[config.mk]
export PLATFORM = sky130hd
export DESIGN_NAME = cbes_ctrl
export DESIGN_NICKNAME = d
export VERILOG_FILES = /design/src/hdl/cbes_pkg.sv /design/src/hdl/cbes_ctrl.sv
export SDC_FILE = /design/constraint.sdc
export NUM_CORES = 1
export LEC_CHECK = 0
export CAP_MARGIN = 20
export CORE_MARGIN = 3
export CORE_UTILIZATION = 25
export CTS_BUF_LIST = sky130_fd_sc_hd__clkbuf_8
export CTS_CLUSTER_SIZE = 8
export DETAILED_ROUTE_END_ITERATION = 16
export DONT_BUFFER_PORTS = 1
export GPL_TIMING_DRIVEN = 0
export PLACE_DENSITY_LB_ADDON = 0.15
export SLEW_MARGIN = 20
export SYNTH_ARGS = -nofsm -noshare
export SYNTH_HDL_FRONTEND = slang
export SYNTH_SLANG_ARGS = --single-unit
export TNS_END_PERCENT = 50
[constraint.sdc]
create_clock -name clk -period 1.9 [get_ports clk]
set_clock_uncertainty 0.05 [all_clocks]
set_input_delay 0.285 -clock clk [delete_from_list [all_inputs] [get_ports clk]]
set_output_delay 0.285 -clock clk [all_outputs]
set_load 0.03 [all_outputs]
[src/hdl/cbes_pkg.sv]
// shared types, constants and command/status structs for the checkerboard edge swap block
`timescale 1ns / 1ps
package cbes_pkg;

  // sizing
  localparam int MAX_EDGES    = 1024;
  localparam int NUM_VERTICES = 64;
  localparam int IDX_W        = $clog2(MAX_EDGES);
  localparam int CNT_W        = IDX_W + 1;
  localparam int VTX_W        = $clog2(NUM_VERTICES);
  localparam int PROB_W       = 16;
  localparam int CMD_W        = 2;
  localparam int STAT_W       = 3;
  localparam int CFG_IDX_W    = 1;
  localparam int CFG_DATA_W   = 16;
  localparam int EDGE_W       = 2 * VTX_W;

  // configuration reset values
  localparam logic [PROB_W-1:0] SWAP_PROB_RST  = PROB_W'(32768);
  localparam logic [CNT_W-1:0]  EDGE_COUNT_RST = '0;

  typedef enum logic [CMD_W-1:0] {
    CMD_LOAD = 2'd0,
    CMD_SWAP = 2'd1,
    CMD_READ = 2'd2
  } cmd_t;

  typedef enum logic [STAT_W-1:0] {
    ST_LOADED  = 3'd0,
    ST_SAME    = 3'd1,
    ST_NOT_CB  = 3'd2,
    ST_REJECT  = 3'd3,
    ST_SWAPPED = 3'd4,
    ST_READ    = 3'd5,
    ST_BAD     = 3'd6
  } status_t;

  typedef enum logic [CFG_IDX_W-1:0] {
    REG_SWAP_PROB  = 1'd0,
    REG_EDGE_COUNT = 1'd1
  } cfg_reg_t;

  // edge memory address / write data source
  typedef enum logic [1:0] {
    EA_IDX = 2'd0,
    EA_PA  = 2'd1,
    EA_PB  = 2'd2
  } edge_sel_t;

  // adjacency row address / write data source
  typedef enum logic [1:0] {
    AR_TV = 2'd0,
    AR_TA = 2'd1,
    AR_TB = 2'd2
  } row_sel_t;

  // controller to datapath
  typedef struct packed {
    logic      in_ready;
    logic      edge_re;
    logic      edge_we;
    edge_sel_t edge_sel;
    logic      adj_re;
    logic      adj_we;
    row_sel_t  row_sel;
    logic      capture_read;
    logic      capture_a;
    logic      capture_b;
    logic      capture_rowa;
    logic      capture_rowb;
    logic      out_load;
    status_t   out_status;
  } dp_cmd_t;

  // datapath to controller
  typedef struct packed {
    logic in_valid;
    cmd_t cmd;
    logic idx_ok;
    logic picks_ok;
    logic same_pick;
    logic cross_hit;
    logic draw_ok;
    logic out_busy;
  } dp_stat_t;

endpackage

[src/hdl/cbes_ctrl.sv]
// controller: sequences loads, reads and swaps over the single-port memories
`timescale 1ns / 1ps
module cbes_ctrl
  import cbes_pkg::*;
(
  input  logic     clk,
  input  logic     rst,
  input  dp_stat_t stat,
  output dp_cmd_t  cmd
);

  typedef enum logic [3:0] {
    S_IDLE,
    S_DISPATCH,
    S_LD_WR,
    S_RD_WAIT,
    S_SW_RDB,
    S_SW_ROWA,
    S_SW_ROWB,
    S_SW_CHECK,
    S_SW_WRA,
    S_SW_WRB,
    S_FINISH
  } state_t;

  state_t  state, state_next;
  status_t res_status, res_status_next;

  // next state and datapath commands
  always_comb begin
    state_next      = state;
    res_status_next = res_status;
    cmd             = '0;
    cmd.edge_sel    = EA_IDX;
    cmd.row_sel     = AR_TV;
    cmd.out_status  = res_status;
    case (state)
      S_IDLE: begin
        cmd.in_ready = 1'b1;
        if (stat.in_valid) state_next = S_DISPATCH;
      end
      S_DISPATCH: begin
        res_status_next = ST_BAD;
        state_next      = S_FINISH;
        case (stat.cmd)
          CMD_LOAD: begin
            if (stat.idx_ok) begin
              cmd.edge_we = 1'b1;
              cmd.adj_re  = 1'b1;
              state_next  = S_LD_WR;
            end
          end
          CMD_READ: begin
            if (stat.idx_ok) begin
              cmd.edge_re = 1'b1;
              state_next  = S_RD_WAIT;
            end
          end
          CMD_SWAP: begin
            if (stat.picks_ok) begin
              if (stat.same_pick) begin
                res_status_next = ST_SAME;
              end else begin
                cmd.edge_re  = 1'b1;
                cmd.edge_sel = EA_PA;
                state_next   = S_SW_RDB;
              end
            end
          end
          default: ;
        endcase
      end
      S_LD_WR: begin
        cmd.adj_we      = 1'b1;
        res_status_next = ST_LOADED;
        state_next      = S_FINISH;
      end
      S_RD_WAIT: begin
        cmd.capture_read = 1'b1;
        res_status_next  = ST_READ;
        state_next       = S_FINISH;
      end
      S_SW_RDB: begin
        cmd.capture_a = 1'b1;
        cmd.edge_re   = 1'b1;
        cmd.edge_sel  = EA_PB;
        state_next    = S_SW_ROWA;
      end
      S_SW_ROWA: begin
        cmd.capture_b = 1'b1;
        cmd.adj_re    = 1'b1;
        cmd.row_sel   = AR_TA;
        state_next    = S_SW_ROWB;
      end
      S_SW_ROWB: begin
        cmd.capture_rowa = 1'b1;
        cmd.adj_re       = 1'b1;
        cmd.row_sel      = AR_TB;
        state_next       = S_SW_CHECK;
      end
      S_SW_CHECK: begin
        cmd.capture_rowb = 1'b1;
        if (stat.cross_hit) begin
          res_status_next = ST_NOT_CB;
          state_next      = S_FINISH;
        end else if (!stat.draw_ok) begin
          res_status_next = ST_REJECT;
          state_next      = S_FINISH;
        end else begin
          state_next = S_SW_WRA;
        end
      end
      S_SW_WRA: begin
        cmd.adj_we   = 1'b1;
        cmd.row_sel  = AR_TA;
        cmd.edge_we  = 1'b1;
        cmd.edge_sel = EA_PA;
        state_next   = S_SW_WRB;
      end
      S_SW_WRB: begin
        cmd.adj_we      = 1'b1;
        cmd.row_sel     = AR_TB;
        cmd.edge_we     = 1'b1;
        cmd.edge_sel    = EA_PB;
        res_status_next = ST_SWAPPED;
        state_next      = S_FINISH;
      end
      S_FINISH: begin
        if (!stat.out_busy) begin
          cmd.out_load = 1'b1;
          state_next   = S_IDLE;
        end
      end
      default: state_next = S_IDLE;
    endcase
  end

  // state and result code
  always_ff @(posedge clk) begin
    if (rst) begin
      state      <= S_IDLE;
      res_status <= ST_BAD;
    end else begin
      state      <= state_next;
      res_status <= res_status_next;
    end
  end

endmodule

; After elaboration in Yosys (flattened, before gate mapping)
; Cells that the tools add are included.
[word_totals]
regBits = 7
latchBits = 0
ramBits = 0
rom_bits = 0
mem_count = 0
[classes]
n_addsub = 0
n_mul = 0
n_div = 0
n_lt_le_gt_ge = 0
n_eq_ne = 15
n_shift = 0
muxes = 38
n_bitwise = 0
reduce_logical = 12
[op_table]
columns = op, n
row1 = one-hot mux 4 bit (9 select lines), 1
row2 = two-way mux 4 bit, 7
row3 = "equality test 4 x 3 -> 1 bit, second input constant", 4
row4 = two-way mux 1 bit, 16
row5 = two-way mux 3 bit, 5
row6 = one-hot mux 3 bit (5 select lines), 1
row7 = "equality test 4 bit, second input constant", 3
row8 = one-hot mux 4 bit (3 select lines), 1
row9 = OR reduction 2 bit, 5
row10 = "equality test 4 x 2 -> 1 bit, second input constant", 2
row11 = one-hot mux 1 bit (2 select lines), 4
row12 = one-hot mux 2 bit (3 select lines), 1
row13 = OR reduction 3 bit, 2
row14 = nonzero test 5 bit, 1
row15 = "equality test 4 x 1 -> 1 bit, second input constant", 1
row16 = logical NOT 4 bit, 1
row17 = "!= test 2 bit, second input constant", 2
row18 = one-hot mux 2 bit (2 select lines), 1
row19 = AND reduction 2 bit, 2
row20 = "!= test 3 bit, second input constant", 1
row21 = "equality test 2 x 1 -> 1 bit, second input constant", 1
row22 = "equality test 2 bit, second input constant", 1
row23 = logical NOT 2 bit, 1
row24 = two-way mux 2 bit, 1

; Logic depth before layout (Yosys ltp)
[logic_depth]
word_depth = 4
depth_mapped = 6
mapped_depth_nobuf = 6

; Worst setup path before layout
; Ideal clock, no wire load.
[synth_path]
path_type = register -> output
start = register state[1]
end = output port cmd[3] (netlist name)
t_arrival_ns = 1.704
required_ns = 1.565
setup_slack_ns = -0.139
path_stages_with_launch = 5
n_path_buf = 2
path_cell_list = dfxtp_1 -> buf_2 -> buf_2 -> nand2_1 -> nor4_1
[synth_lines]
columns = item, line_no
row1 = start: declaration, cbes_ctrl.sv:26  ; state_t state, state_next;
row2 = start signal: assignment, cbes_ctrl.sv:144  ; state <= state_next;
row3 = end: declaration, cbes_ctrl.sv:9  ; output dp_cmd_t cmd

==> impl_metrics.csv <==
group,metric,value,unit
outcome,outcome,"completed",
power_and_ir_drop,power_frac_comb,59.7,%
clock_tree,cts_tree,"built",
power_and_ir_drop,switching_share,49.2,%
route,ant_nets,0,
global_route,grt_use_total,12.8,%
logic_synthesis,async_flop_share,0,%
finish,fill_cells,310,
route,num_vias,803,
logic_synthesis,ys.flop_type,"dfxtp_1",
floorplan,core.rowCount,19,
global_route,overflow,0,
route,drt_first_pass_iters,4,
finish,multi_input_comb_area,637,µm²
timing,rsz0062_at_grt,"true",
route,route.detailed.drc,0,
clock_tree,htree_levels,1,
logic_synthesis,postSynthAreaPerCell,7.06,µm²
global_route,antenna_found_initial,0,
timing,tns,0,ns
logic_synthesis,synth-edff-count,0,
finish,fin_nets,129,
power_and_ir_drop,p_leak,0.362,nW
route,vias_per_cell,5.58,
timing,fmaxAchievable,0.547,GHz
power_and_ir_drop,p_sw,0.000534,W
global_route,grt_start_max_net_pins,11,
clock_tree,path_clk_slew,0.04,ns
logic_synthesis,synth.net_count,124,
run,cap_violations,0,
timing,fin_crit_sh,96.3,%
global_route,grt_pass1_wl,3640,µm
worst_setup_path,critPathCaptureType,"output port",
route,wl,2270,µm
worst_setup_path,cp-start-kind,"register",
floorplan,die_w,61.5,µm
clock_tree,holdBufCountCts,0,
clock_tree,post-cts-setup-buffers,0,
finish,final_core_util,33.6,%
logic_synthesis,synthCells,109,
floorplan,start_util,27.0,%
hold_path,min_path_type,"input pin to register",
clock_tree,cts_inserted_buffers,3,
finish,layout.area.seq,144,µm²
timing,whs,0.0779,ns
floorplan,die_area,3780,µm²
logic_synthesis,synth_top_area_share,18.2,%
worst_setup_path,cp_max_fo,6,
timing,slew_headroom,61.7,%
finish,layout_common_cells,"7 x inv_1, 7 x nand2_1, 7 x buf_4, 7 x nor2_1, 7 x a21oi_1",
worst_setup_path,cp.required,1.56,ns
clock_tree,cts_buffer_depth,2,
worst_setup_path,worstPathArrival,1.49,ns
place,dp_hpwl,1710,µm
logic_synthesis,synthTopCellsByArea,"dfxtp_1 18%, ha_1 6.5%, a21oi_1 5.9%",
finish,drive_gt1_share,25.7,%
clock_tree,clock_latency,0.22,ns
route,wl_per_cell,15.8,µm
floorplan,core,2850,µm²
power_and_ir_drop,internal_power,0.000552,W
power_and_ir_drop,power_density,1130,nW/µm²
timing,worst_slack,0.0708,ns
timing,setup_violations,0,
power_and_ir_drop,ir_drop,0.000259,V
place,dp_slack,-0.153,ns
logic_synthesis,yosys_warnings,0,
power_and_ir_drop,pwr-share-seq,22.3,%
logic_synthesis,syn_area,769,µm²
logic_synthesis,seq_area_frac_synth,18.2,%
finish,diodes,0,
power_and_ir_drop,p_clk_share,18.0,%
clock_tree,clock-sinks,7,
timing,finalHoldViolCount,0,
finish,postLayoutCellArea,960,µm²
logic_synthesis,synth-seq-cells,7,
global_route,grt_pass1_vias,768,
route,drt_iter0_drc,18,
timing,worst_slew_pin_slew,0.572,ns
timing,drv_slew,0,
logic_synthesis,yosysUniqueCellTypes,34,
place,place_area,815,µm²
worst_setup_path,worstSetupPathType,"register to output port",
floorplan,die_h,61.5,µm
floorplan,io_pins,29,
clock_tree,cts_root_buf,"clkbuf_8",
finish,area_delta_synth_final,24.7,%
timing,post-route-min-period,1.83,ns
logic_synthesis,synth_top_area_cell,"dfxtp_1",
place,routabilityCongestion,0.825,
place,portBuffers,0,
[power by group through the flow]
stage / logic [W] / registers [W] / clock network, W
after global placement: 0.000572 / 0.000238 / 0
after floorplan: 0.000481 / 0.000227 / 0
final: 0.000648 / 0.000242 / 0.000196
after detailed placement: 0.000565 / 0.000237 / 0
after global routing: 0.000715 / 0.000247 / 0.000215
after CTS: 0.000631 / 0.000239 / 0.000205
[final timing paths]
kind / depth (start not counted) / from / to / slack (ns)
worst max-delay path: 3 / state[1]$_SDFFE_PP0P_ / cmd[7] / 0.07
worst min-delay path: 1 / rst / state[1]$_SDFFE_PP0P_ / 0.08
worst max register to register: 5 / state[2]$_SDFFE_PP0P_ / res_status[0]$_SDFFE_PP0P_ / 0.37
worst min register to register: 2 / state[2]$_SDFFE_PP0P_ / res_status[1]$_SDFFE_PP1P_ / 0.53
[worst max-delay path, stage by stage (launching register included)]
cell      delay [ns]
dfxtp_2         0.34
or2_0           0.21
clkbuf_1        0.23
nor2_1          0.49
[cell usage after synthesis, types with 2 or more instances]
cell and number:
nor2_1 11, a21oi_1 9, buf_2 7, dfxtp_1 7, nand2_1 7, nand2b_1 7, inv_1 6, nor3_1 6
ha_1 4, nor2b_1 4, a31oi_1 3, nand3_1 3, nor4_1 3, a211o_1 2, a21o_1 2, a2bb2oi_1 2
buf_4 2, nand4b_1 2, o2111ai_1 2, o21a_1 2, o21ai_0 2, o31ai_1 2, or2_0 2, or3_1 2
[flip-flops by register name, summed over array words and instances, names as in the netlist]
signal,flops
state,4
res_status,3
[repair_timing]
| item | CTS | global route |
|---|---|---|
| pin swaps | 2 | 2 |
| resized for setup | 22 | 7 |
| endpoints found under the hold margin | 0 | 0 |
| setup endpoints to repair | 11 | 10 |
| cloned | 0 | 0 |
[through the flow]
step	instances	total power, W
floorplan	109	0.000708
global placement	140	0.000810
detailed placement	140	0.000803
CTS	144	0.00107
global route	144	0.00118
finish	144	0.00109
[cell type report]
type                            count  area share [%]
Multi-Input combinational cell     86            66.4
Buffer                             10            7.56
Tap cell                           31            4.04
Clock inverter                      1           0.391
Inverter                            6            2.35
Clock buffer                        3            4.30
Sequential cell                     7            15.0
[layer usage]
layer	vias to the layer above	share of wire, %	track usage (%)
met4	0	0	2.73
met1	376	45	17.4
met2	24	47	19.4
li1	403	-	-
met3	0	7.9	4.40
met5	-	0	0
[cells by family after synthesis]
family	Yosys count	synth area share, %
adder cells (fa/ha/maj)	4	6.50
buffers and inverters	16	9.92
XOR/XNOR	1	1.14
AND/OR/NAND/NOR	49	34.1
AO/OA/AOI/OAI	31	28.8
multiplexers	1	1.30
flip-flops	7	18.2
Note: power is estimated with default switching activity, not from simulation.
